[src/sv/random_fern_classifier_core_assert.svh]
// Assertion macros for the random fern classifier core.
`ifndef RANDOM_FERN_CLASSIFIER_CORE_ASSERT_SVH
`define RANDOM_FERN_CLASSIFIER_CORE_ASSERT_SVH
`ifndef NO_ASSERTIONS
`define RFC_ASSERT(label, clk, rst_n, prop, msg) \
  label: assert property (@(posedge clk) disable iff (!rst_n) (prop)) else $error(msg);
`define RFC_ASSERT_NEXT(label, clk, rst_n, pre, post, msg) \
  label: assert property (@(posedge clk) disable iff (!rst_n) (pre) |=> (post)) else $error(msg);
`else
`define RFC_ASSERT(label, clk, rst_n, prop, msg)
`define RFC_ASSERT_NEXT(label, clk, rst_n, pre, post, msg)
`endif
`endif

[src/sv/rfc_pkg.sv]
// ----------------------------------------------------------------------------
// rfc_pkg
// Shared opcodes, register indexes and field widths of the fern classifier.
// ----------------------------------------------------------------------------
`timescale 1ns / 1ps
package rfc_pkg;
  typedef enum logic [1:0] {
    OP_LOAD_PIXEL = 2'd0,
    OP_LOAD_POINT = 2'd1,
    OP_LOAD_PROB  = 2'd2,
    OP_CLASSIFY   = 2'd3
  } opcode_e;

  localparam logic [1:0] REG_IMAGE_WIDTH = 2'd0;
  localparam logic [1:0] REG_FERNS       = 2'd1;
  localparam logic [1:0] REG_FEATURES    = 2'd2;
  localparam logic [1:0] REG_CLASSES     = 2'd3;

  // Store dimensions
  localparam int unsigned MaxFerns    = 16;
  localparam int unsigned MaxFeatures = 8;
  localparam int unsigned MaxClasses  = 16;
  localparam int unsigned MaxSide     = 64;

  localparam int unsigned PixW   = 16;
  localparam int unsigned ProbW  = 16;
  localparam int unsigned ScoreW = 20;
  localparam int unsigned CoordW = 6;
  localparam int unsigned PointW = 4 * CoordW;

  localparam logic signed [ScoreW-1:0] ScoreMax = 20'sh7FFFF;
  localparam logic signed [ScoreW-1:0] ScoreMin = 20'sh80000;

  // Saturating add of one table entry into an accumulator.
  function automatic logic signed [ScoreW-1:0] sat_add(
    logic signed [ScoreW-1:0] acc, logic signed [ProbW-1:0] v);
    logic signed [ScoreW:0] s;
    s = {acc[ScoreW-1], acc} + {{(ScoreW+1-ProbW){v[ProbW-1]}}, v};
    if (s[ScoreW] != s[ScoreW-1]) begin
      return s[ScoreW] ? ScoreMin : ScoreMax;
    end
    return s[ScoreW-1:0];
  endfunction
endpackage

[src/sv/rfc_seq.sv]
// ----------------------------------------------------------------------------
// rfc_seq
// Classify sequencer: walks features, ferns and classes through one pixel
// compare, one address multiplier and one saturating adder.
// ----------------------------------------------------------------------------
`timescale 1ns / 1ps
`include "random_fern_classifier_core_assert.svh"
module rfc_seq import rfc_pkg::*; #(
  parameter int unsigned FernW = 4,
  parameter int unsigned FeatW = 3,
  parameter int unsigned ClsW  = 4,
  parameter int unsigned PixAW = 12,
  parameter int unsigned PtAW  = 7,
  parameter int unsigned TabAW = 16,
  parameter int unsigned NFernW = 5,
  parameter int unsigned NFeatW = 4,
  parameter int unsigned NClsW  = 5
) (
  input  logic                    clk_i,
  input  logic                    rst_ni,
  input  logic                    start_i,
  input  logic [6:0]              width_i,
  input  logic [NFernW-1:0]       nf_i,
  input  logic [NFeatW-1:0]       nx_i,
  input  logic [NClsW-1:0]        nc_i,
  output logic [PtAW-1:0]         pt_addr_o,
  input  logic [PointW-1:0]       pt_data_i,
  output logic [PixAW-1:0]        pix_addr_o,
  input  logic [PixW-1:0]         pix_data_i,
  output logic [TabAW-1:0]        tab_addr_o,
  input  logic signed [ProbW-1:0] tab_data_i,
  output logic                    busy_o,
  output logic                    out_valid_o,
  input  logic                    out_ready_i,
  output logic [ClsW-1:0]         out_cls_o,
  output logic signed [ScoreW-1:0] out_score_o,
  output logic                    out_last_o
);
  localparam int unsigned MaxClasses = 1 << ClsW;

  typedef enum logic [3:0] {
    S_IDLE, S_CLEAR, S_PT, S_PA, S_PAW, S_PB, S_PBW, S_CMP,
    S_TREQ, S_TWAIT, S_ACC, S_EMIT
  } state_e;

  state_e state_q;
  logic [FernW-1:0] fern_q;
  logic [FeatW-1:0] feat_q;
  logic [ClsW-1:0] cls_q;
  logic [NFernW-1:0] nf_q;
  logic [NFeatW-1:0] nx_q;
  logic [NClsW-1:0] nc_q;
  logic [7:0] leaf_q;
  logic [PointW-1:0] pt_q;
  logic [PixW-1:0] pa_q;
  logic [PixAW-1:0] pix_addr_q;
  logic [TabAW-1:0] tab_addr_q;
  logic signed [ScoreW-1:0] acc_q [MaxClasses];
  logic out_valid_q;
  logic [CoordW-1:0] row_sel, col_sel;
  logic [CoordW+7-1:0] lin;

  // Shared address unit: row*width + col, first pixel in S_PAW, second in S_PB.
  always_comb begin
    row_sel = (state_q == S_PAW) ? pt_q[4*CoordW-1:3*CoordW] : pt_q[2*CoordW-1:CoordW];
    col_sel = (state_q == S_PAW) ? pt_q[3*CoordW-1:2*CoordW] : pt_q[CoordW-1:0];
    lin = {7'd0, row_sel} * {6'd0, width_i} + {7'd0, col_sel};
  end

  assign pt_addr_o   = PtAW'({fern_q, feat_q});
  assign pix_addr_o  = pix_addr_q;
  assign tab_addr_o  = tab_addr_q;
  assign busy_o      = (state_q != S_IDLE);
  assign out_valid_o = out_valid_q;
  assign out_cls_o   = cls_q;
  assign out_score_o = acc_q[cls_q];
  assign out_last_o  = ({1'b0, cls_q} == NClsW'(nc_q - 1'b1));

  always_ff @(posedge clk_i or negedge rst_ni) begin
    if (!rst_ni) begin
      state_q <= S_IDLE;
      out_valid_q <= 1'b0;
      fern_q <= '0; feat_q <= '0; cls_q <= '0;
      nf_q <= '0; nx_q <= '0; nc_q <= '0; leaf_q <= '0;
      pt_q <= '0; pa_q <= '0; pix_addr_q <= '0; tab_addr_q <= '0;
      for (int i = 0; i < MaxClasses; i++) acc_q[i] <= '0;
    end else begin
      unique case (state_q)
        S_IDLE: begin
          if (start_i) begin
            nf_q <= (nf_i > NFernW'(1 << FernW)) ? NFernW'(1 << FernW) : nf_i;
            nx_q <= (nx_i > NFeatW'(1 << FeatW)) ? NFeatW'(1 << FeatW) : nx_i;
            nc_q <= (nc_i > NClsW'(MaxClasses)) ? NClsW'(MaxClasses) :
                    (nc_i == '0) ? NClsW'(1) : nc_i;
            cls_q <= '0;
            state_q <= S_CLEAR;
          end
        end
        // clear one accumulator per cycle
        S_CLEAR: begin
          acc_q[cls_q] <= '0;
          if (cls_q == ClsW'(MaxClasses - 1)) begin
            cls_q <= '0; fern_q <= '0; feat_q <= '0; leaf_q <= '0;
            state_q <= (nf_q == '0) ? S_EMIT : S_PT;
            out_valid_q <= (nf_q == '0);
          end else cls_q <= cls_q + 1'b1;
        end
        // point address is presented here, read data lands for S_PA
        S_PT: begin
          if ({1'b0, feat_q} == NFeatW'(nx_q)) state_q <= S_TREQ;
          else state_q <= S_PA;
        end
        S_PA: begin
          pt_q <= pt_data_i;
          state_q <= S_PAW;
        end
        S_PAW: begin
          pix_addr_q <= lin[PixAW-1:0];
          state_q <= S_PB;
        end
        S_PB: begin
          pix_addr_q <= lin[PixAW-1:0];
          state_q <= S_PBW;
        end
        S_PBW: begin
          pa_q <= pix_data_i;
          state_q <= S_CMP;
        end
        // second pixel is on the read port, shift the compare bit into the leaf
        S_CMP: begin
          leaf_q <= {leaf_q[6:0], (pa_q < pix_data_i)};
          feat_q <= feat_q + 1'b1;
          state_q <= ({1'b0, feat_q} + 1'b1 == NFeatW'(nx_q)) ? S_TREQ : S_PT;
        end
        S_TREQ: begin
          tab_addr_q <= TabAW'({fern_q, leaf_q, cls_q});
          state_q <= S_TWAIT;
        end
        S_TWAIT: state_q <= S_ACC;
        // one saturating add per class, one class at a time; S_TWAIT waits for each table read
        S_ACC: begin
          acc_q[cls_q] <= sat_add(acc_q[cls_q], tab_data_i);
          if ({1'b0, cls_q} + 1'b1 == NClsW'(nc_q)) begin
            cls_q <= '0;
            if ({1'b0, fern_q} + 1'b1 == NFernW'(nf_q)) begin
              state_q <= S_EMIT; out_valid_q <= 1'b1;
            end else begin
              fern_q <= fern_q + 1'b1; feat_q <= '0; leaf_q <= '0;
              state_q <= S_PT;
            end
          end else begin
            cls_q <= cls_q + 1'b1;
            tab_addr_q <= tab_addr_q + 1'b1;
            state_q <= S_TWAIT;
          end
        end
        S_EMIT: begin
          if (out_ready_i) begin
            if (out_last_o) begin
              out_valid_q <= 1'b0; cls_q <= '0; state_q <= S_IDLE;
            end else cls_q <= cls_q + 1'b1;
          end
        end
        default: state_q <= S_IDLE;
      endcase
    end
  end

  `RFC_ASSERT(a_valid_emit, clk_i, rst_ni, out_valid_q == (state_q == S_EMIT), "valid outside emit")
  `RFC_ASSERT_NEXT(a_last_idle, clk_i, rst_ni, out_valid_q && out_ready_i && out_last_o, state_q == S_IDLE, "no idle")
  `RFC_ASSERT(a_no_start_busy, clk_i, rst_ni, !(start_i && busy_o), "start while busy")
endmodule
[config.mk]
export PLATFORM = sky130hd
export DESIGN_NAME = rfc_seq
export DESIGN_NICKNAME = d
export VERILOG_FILES = /design/src/sv/rfc_pkg.sv /design/src/sv/rfc_seq.sv
export VERILOG_INCLUDE_DIRS = /design/src /design/src/sv
export SDC_FILE = /design/constraint.sdc
export NUM_CORES = 1
export LEC_CHECK = 0
export ABC_AREA = 1
export BUFFER_PORTS_ARGS = -buffer_cell sky130_fd_sc_hd__buf_2
export CAP_MARGIN = 20
export CORE_ASPECT_RATIO = 1.2
export CORE_UTILIZATION = 56
export DETAILED_ROUTE_END_ITERATION = 6
export GPL_TIMING_DRIVEN = 0
export PLACE_DENSITY = 0.73
export SKIP_CTS_REPAIR_TIMING = 1
export SYNTH_ARGS = -nofsm -noshare
export SYNTH_HDL_FRONTEND = slang
export SYNTH_SLANG_ARGS = --single-unit
[constraint.sdc]
create_clock -name clk_i -period 5 [get_ports clk_i]
set_clock_uncertainty 0.2 [all_clocks]
set_input_delay 0.5 -clock clk_i [delete_from_list [all_inputs] [get_ports clk_i]]
set_output_delay 0.5 -clock clk_i [all_outputs]
set_load 0.02 [all_outputs]
Yosys cells after proc, flatten, opt, wreduce, memory -nomap -nowiden
Cells that the tools add are included.
{"block": "totals", "regBits": 426, "wordCells": 148}
{"block": "op_classes", "order_cmp": 6, "bitwise_logic": 3, "n_eq_ne": 26, "add_sub_neg": 10, "n_reduce_logical": 18, "mul": 1, "muxes": 55}
{"operator": "case mux 320 bit (2 select lines)", "n": 1}
{"operator": "AND 320 bit", "n": 1}
{"operator": "bitwise mux 320 bit", "n": 1}
{"operator": "NOT 320 bit", "n": 1}
{"operator": "two-way mux 20 bit", "n": 7}
{"operator": "binary-select mux 20 bit (select 4 bit)", "n": 1}
{"operator": "demux 20 bit (select 4 bit)", "n": 1}
{"operator": "two-way mux 4 bit", "n": 18}
{"operator": "case mux 4 bit (12 select lines)", "n": 1}
{"operator": "case mux 16 bit (2 select lines)", "n": 1}
{"operator": "two-way mux 8 bit", "n": 3}
{"operator": "case mux 8 bit (3 select lines)", "n": 1}
{"operator": "adder 20 x 16 -> 21 bit", "n": 1}
{"operator": "== test 4 bit (second input constant)", "n": 5}
{"operator": "adder 16 x 1 -> 16 bit (second input constant)", "n": 1}
{"operator": "== test 4 x 3 -> 1 bit (second input constant)", "n": 4}
{"operator": "less-than comparator 16 bit", "n": 1}
{"operator": "two-way mux 16 bit", "n": 1}
{"operator": "!= test 2 bit (second input constant)", "n": 8}
{"operator": "case mux 4 bit (4 select lines)", "n": 1}
{"operator": "two-way mux 5 bit", "n": 3}
{"operator": "adder 12 x 6 -> 12 bit", "n": 1}
{"operator": "multiplier 6 x 7 -> 12 bit", "n": 1}
{"operator": "two-way mux 6 bit", "n": 2}
{"operator": "33 further kinds", "n": 53}

Depth between registers and ports, before layout
{"block": "logic_depth", "ltp_word": 12, "mapped_depth": 27, "mapped_depth_nobuf": 23}

Least setup slack after synthesis
OpenSTA, ideal clock, no wires.
{"block": "synth_path", "kind": "register -> register", "from": "register state_q[1]", "to": "register pix_addr_q[8], in the netlist pix_addr_o[8]", "n_path_buf": 1, "path_slack_ns": 0.077, "arrival_ns": 4.588, "setup_ns": 0.134, "path_stages_with_launch": 22, "cell_sequence": "dfrtp_1 > nor2_1 > nand2_1 > clkbuf_1 > o21ai_0 > inv_1 > nand2_1 > fa_1 > fa_1 > inv_1 > fa_1 > inv_1 > fa_1 > inv_1 > ha_1 > a21oi_1 > o21ai_0 > a21oi_1 > nor2_1 > nor2_1 > xor2_1 > o21ai_0"}
{"block": "synth_between", "elab_chain_len": 4}
{"item": "from (decl)", "line": "rfc_seq.sv:46", "text": "state_e state_q;"}
{"item": "from (signal assigned)", "line": "rfc_seq.sv:104", "text": "state_q <= (nf_q == '0) ? S_EMIT : S_PT;"}
{"item": "from (signal assigned)", "line": "rfc_seq.sv:133", "text": "state_q <= ({1'b0, feat_q} + 1'b1 == NFeatW'(nx_q)) ? S_TREQ : S_PT;"}
{"item": "== test 4 x 3 -> 1 bit", "line": "rfc_seq.sv:65, rfc_seq.sv:66, rfc_seq.sv:88"}
{"item": "two-way mux 6 bit", "line": "rfc_seq.sv:65", "text": "row_sel = (state_q == S_PAW) ? pt_q[4*CoordW-1:3*CoordW] : pt_q[2*CoordW-1:CoordW];"}
{"item": "multiplier 6 x 7 -> 12 bit", "line": "rfc_seq.sv:67", "text": "lin = {7'd0, row_sel} * {6'd0, width_i} + {7'd0, col_sel};"}
{"item": "adder 12 x 6 -> 12 bit", "line": "rfc_seq.sv:67"}
{"item": "to (signal assigned)", "line": "rfc_seq.sv:118", "text": "pix_addr_q <= lin[PixAW-1:0];"}
{"item": "to (signal assigned)", "line": "rfc_seq.sv:122", "text": "pix_addr_q <= lin[PixAW-1:0];"}
{"item": "to (decl)", "line": "rfc_seq.sv:56", "text": "logic [PixAW-1:0] pix_addr_q;"}
Several ways; a longest one is shown, not always the timed one.
A chain may end at the register's enable or synchronous reset.

Worst setup path in the final report
{"block": "layout_path", "from": "register cls_q[0], in the netlist out_cls_o[0]", "to": "register acc_q[114] (netlist bit)"}
{"block": "layout_between", "elab_chain_len": 12}
{"item": "from (decl)", "line": "rfc_seq.sv:49", "text": "logic [ClsW-1:0] cls_q;"}
{"item": "from (signal assigned)", "line": "rfc_seq.sv:106", "text": "end else cls_q <= cls_q + 1'b1;"}
{"item": "from (signal assigned)", "line": "rfc_seq.sv:152", "text": "cls_q <= cls_q + 1'b1;"}
{"item": "from (signal assigned)", "line": "rfc_seq.sv:161", "text": "end else cls_q <= cls_q + 1'b1;"}
{"item": "NOT 4 -> 5 bit (implied by the code) (*)", "line": "rfc_seq.sv:101, rfc_seq.sv:142"}
{"item": "binary-select mux 20 bit (select 4 bit)", "line": "rfc_seq.sv:142", "text": "acc_q[cls_q] <= sat_add(acc_q[cls_q], tab_data_i);"}
{"item": "two-way mux 20 bit (implied by the code) (2 in a row)", "line": "rfc_seq.sv:142"}
{"item": "adder 20 x 16 -> 21 bit", "line": "rfc_pkg.sv:38", "text": "s = {acc[ScoreW-1], acc} + {{(ScoreW+1-ProbW){v[ProbW-1]}}, v};"}
{"item": "!= test 1 bit", "line": "rfc_pkg.sv:39", "text": "if (s[ScoreW] != s[ScoreW-1]) begin"}
{"item": "two-way mux 1 bit", "line": "rfc_pkg.sv:39"}
{"item": "two-way mux 1 bit", "line": "rfc_seq.sv:88", "text": "unique case (state_q)"}
{"item": "two-way mux 20 bit", "line": "rfc_pkg.sv:42", "text": "return s[ScoreW-1:0];"}
{"item": "two-way mux 20 bit", "line": "rfc_seq.sv:88"}
{"item": "bitwise mux 320 bit", "line": "rfc_seq.sv:142"}
{"item": "case mux 320 bit (2 select lines) (*)", "line": "rfc_seq.sv:88"}
{"item": "to (signal, indexed assignment)", "line": "rfc_seq.sv:142"}
{"item": "to (decl)", "line": "rfc_seq.sv:58", "text": "logic signed [ScoreW-1:0] acc_q [MaxClasses];"}
Every way passes the cells marked *; elsewhere a longest branch is shown, timed or not. The select of a mux whose other input is x is not followed.

==> summary.md <==
| Metric | Value |
|---|---|
| Clock transition at path regs | `0.06 ns` |
| Dominant cells by area after synthesis | `dfrtp_1 42%, o21ai_0 8.7%, a21oi_1 8.0%` |
| Worst Reg-to-Reg Cells | `20` |
| XOR/XNOR share of the synthesized area | `1.67%` |
| Num CTS Buffers | `47` |
| FF-to-FF End | `acc_q[114]$_DFFE_PN0P_` |
| Root Buffer | `clkbuf_16` |
| Vias in the first global route | `24636` |
| CP Cell Sequence | `buf_6, inv_1, clkbuf_4, clkbuf_2, o21ai_0, a21oi_1, a2111o_1, ha_4, nand2_1, nor2_1, and2_4, nand3b_4, nand4_1, nand2_2, nand2_8, buf_12, nand2_8, buf_6, nand2_1, o21ai_1` |
| Synth warn | `0` |
| H-tree Lvls | `2` |
| Syn Inst Count | `between 3000 and 4000` |
| Syn nets | `between 3000 and 4000` |
| I/O Buffers | `142` |
| Mux contribution to synthesized area | `approximately 1.3%` |
| Largest net degree at the start of global routing | `114` |
| Share of layout cells above drive strength 1 | `16.6%` |
| Worst-Margin Slew | `0.877 ns` |
| Synth top area share | `42.3%` |
| CP max stage delay | `0.69 ns` |
| DRT antenna net count | `0` |
| Overflow after GRT | `0` |
| Skew-Pair Late Insertion Delay | `0.64 ns` |
| Post-synthesis area per instance | `roughly 7.8 sq um` |
| Total die area | `0.0459 sq mm` |
| CP Max Fanout | `10` |
| Most area-hungry cell type in the Yosys netlist | `dfrtp_1` |
| Fin Hold WS | `-0.0244 ns` |
| Seq/Total Area, Yosys | `42.3%` |
| Final Worst Setup Slack | `-0.181 ns` |
| CTS tree | `built` |
| Die width | `196 um` |
| Core Area | `~0.044 sq mm` |
| DP Wirelength | `between 70 and 80 mm` |
| # diodes | `0` |
| Most common cell after layout, fill and taps aside | `nand2_1` |
| Most frequent cells in the layout | `447 x nand2_1, 428 x o21ai_0, 424 x dfrtp_1` |
| Row cnt | `84` |
| Global-route usage over all layers | `44.9%` |
| Family with the most delay on the worst path | `compound AO/OA/AOI/OAI gates` |
| WHS Endpoint | `pt_q[23]$_DFFE_PN0P_` |
| Synth Area in Simple Gates | `19.1%` |
| Crit path capture type | `flip-flop` |
| Hold Path Class | `primary input to flip-flop` |
| Prevailing post-synth register cell | `dfrtp_1` |
| Run status | `finished with violations` |
| Failing checks | `hold timing, setup timing` |
| First-pass GRT wire length | `roughly 150 mm` |
| Crit path buf inv count | `6` |
| Compound-Gate Fraction of Synth Area | `21.4%` |
| Setup TNS | `-12.84 ns` |
| CP Launch Point | `out_cls_o[0]$_DFFE_PN0P_` |
| Final setup vio count | `176` |
| Final Hold Fails | `8` |
| Worst path required time | `around 5.3 ns` |
| # IOs | `between 100 and 150` |
| #FFs+latches synth | `426` |
| Final Max Slew Viols | `0` |
| Final period util | `104%` |
| Crit-path slowest cell | `a2111o_1` |
| Main combinational cell family by area after synthesis | `compound AO/OA/AOI/OAI gates` |
| Die Y | `approximately 230 um` |
| Via density | `between 6 and 7` |
| Async S/R FF share, synth | `100%` |
| Sink Count | `426` |
| Synth unique cells | `50` |
| WL/cell | `roughly 26 um` |
| Max-cap violations | `0` |
| CTS max path bufs | `3` |
| RSZ-0062 raised after global routing | `true` |
| R2R setup slack | `-0.18 ns` |
| Worst Min Path Start | `pt_data_i[23]` |
| Number of synthesized flops with an enable pin | `0` |
| DRT Pass-1 Iters | `7` |
| Post-Syn Area | `0.0252 sq mm` |
| Effective utilization at floorplan | `57.1%` |
| Hold Path Depth | `3` |
| Detailed-route via count | `between 20000 and 30000` |
| Placer Congestion | `roughly 1.1` |
| 1st-iter DRT viols | `3187` |
| Total Nets Final | `about 3600` |
| Worst Path Arrival | `5.46 ns` |
| # fillers | `3680` |
| CP Launch Type | `flip-flop` |
| Initial antenna violation count | `1` |
| Fmax | `193 MHz` |
| Final WL | `106 mm` |
| Synthesis-to-layout area growth | `17.5%` |
| WS Path Type | `flip-flop to flip-flop` |
| Max transition margin | `41.4%` |
| Min Tclk post-route | `between 5 and 6 ns` |
| Worst r2r src | `out_cls_o[0]$_DFFE_PN0P_` |
| DRC Markers | `0` |
| Worst path depth | `20` |
| Post-synthesis adder-cell area fraction | `5.53%` |
final cells by class:
class	instances	area [sq um]	area share, %
clock buffers	63	1340	4.51
clock inverters	20	422	1.42
multi-input cells	2261	12700	43.0
plain buffers	171	1030	3.49
flip-flops and latches	426	10700	36.0
well taps	559	699	2.36
inverters	355	1330	4.50
repair buffers	207	1390	4.70
synthesized netlist by cell type, types with 8 or more instances:
cell	instances
o22ai_1	91
nor2_4	8
ha_1	73
inv_1	328
clkinv_1	8
nand2_2	22
nand3_2	24
nand3_1	127
nand2_8	8
nor2_2	20
a21oi_2	21
inv_2	19
nand2_1	463
nor2_1	329
nand4_1	32
o21ai_0	439
buf_6	8
buf_4	17
xor2_1	24
nand2_4	8
nor3_1	12
o21ai_1	38
buf_1	13
dfrtp_1	426
mux2_2	25
clkbuf_1	91
xnor2_1	24
fa_1	24
buf_2	40
a21oi_1	401
cells by family after synthesis:
kind of cell,Yosys count
AOI/OAI and AO/OA,1020
xor gates and xnor gates,48
adders and majority gates,97
buffers and inverters,527
DFF,426
muxes,30
and+or+nand+nor,1066
how the worst max path moves through the flow:
| stage | endpoint | slack (ns) |
|---|---|---|
| 2_1_floorplan | pix_addr_o[8]$_DFFE_PN0P_ | 0.08 |
| 3_3_place_gp | pix_addr_o[2]$_DFFE_PN0P_ | -5.27 |
| 3_5_place_dp | acc_q[276]$_DFFE_PN0P_ | -1.52 |
| 4_1_cts | acc_q[276]$_DFFE_PN0P_ | -1.54 |
| 5_1_grt | acc_q[163]$_DFFE_PN0P_ | -0.21 |
| 6_report | acc_q[114]$_DFFE_PN0P_ | -0.18 |
metrics by stage:
stage          util, %  cell area (sq um)  cells  setup WS [ns]
2_1_floorplan        -              25200   3214         0.0772
3_3_place_gp      60.3              26600   3915          -5.27
3_5_place_dp      60.6              26700   3919          -1.52
4_1_cts           64.6              28500   4002          -1.54
5_1_grt           67.1              29600   4062         -0.208
6_report          67.1              29600   4062         -0.181
state kept, by name (all words and copies together), names as in the netlist:
| register | count |
|---|---|
| feat_q | 3 |
| acc_q | 320 |
| tab_addr_o | 16 |
| fern_q | 4 |
| nx_q | 4 |
| pt_q | 24 |
| leaf_q | 8 |
| out_cls_o | 4 |
| out_valid_o | 1 |
| pa_q | 16 |
| nc_q | 5 |
| state_q | 4 |
| pix_addr_o | 12 |
| nf_q | 5 |
worst min-delay path, cell delays in order:
cell     delay (ns)
buf_2          0.08
nor2_1         0.04
a21oi_1        0.11
layer usage:
| metal | global-route usage (%) | vias up | share of wire [%] | routed length (um) |
|---|---|---|---|---|
| met3 | 12.1 | 522 | 11 | 11400 |
| met5 | 0 | - | 0.016 | 17 |
| met2 | 70.5 | 1713 | 45 | 48000 |
| met1 | 51.4 | 12507 | 35 | 36800 |
| met4 | 38.2 | 2 | 9.5 | 10200 |
| li1 | - | 11255 | - | - |
Power is not shown: default switching activity piles up to over one toggle a cycle in this logic, so the estimate is an artifact.
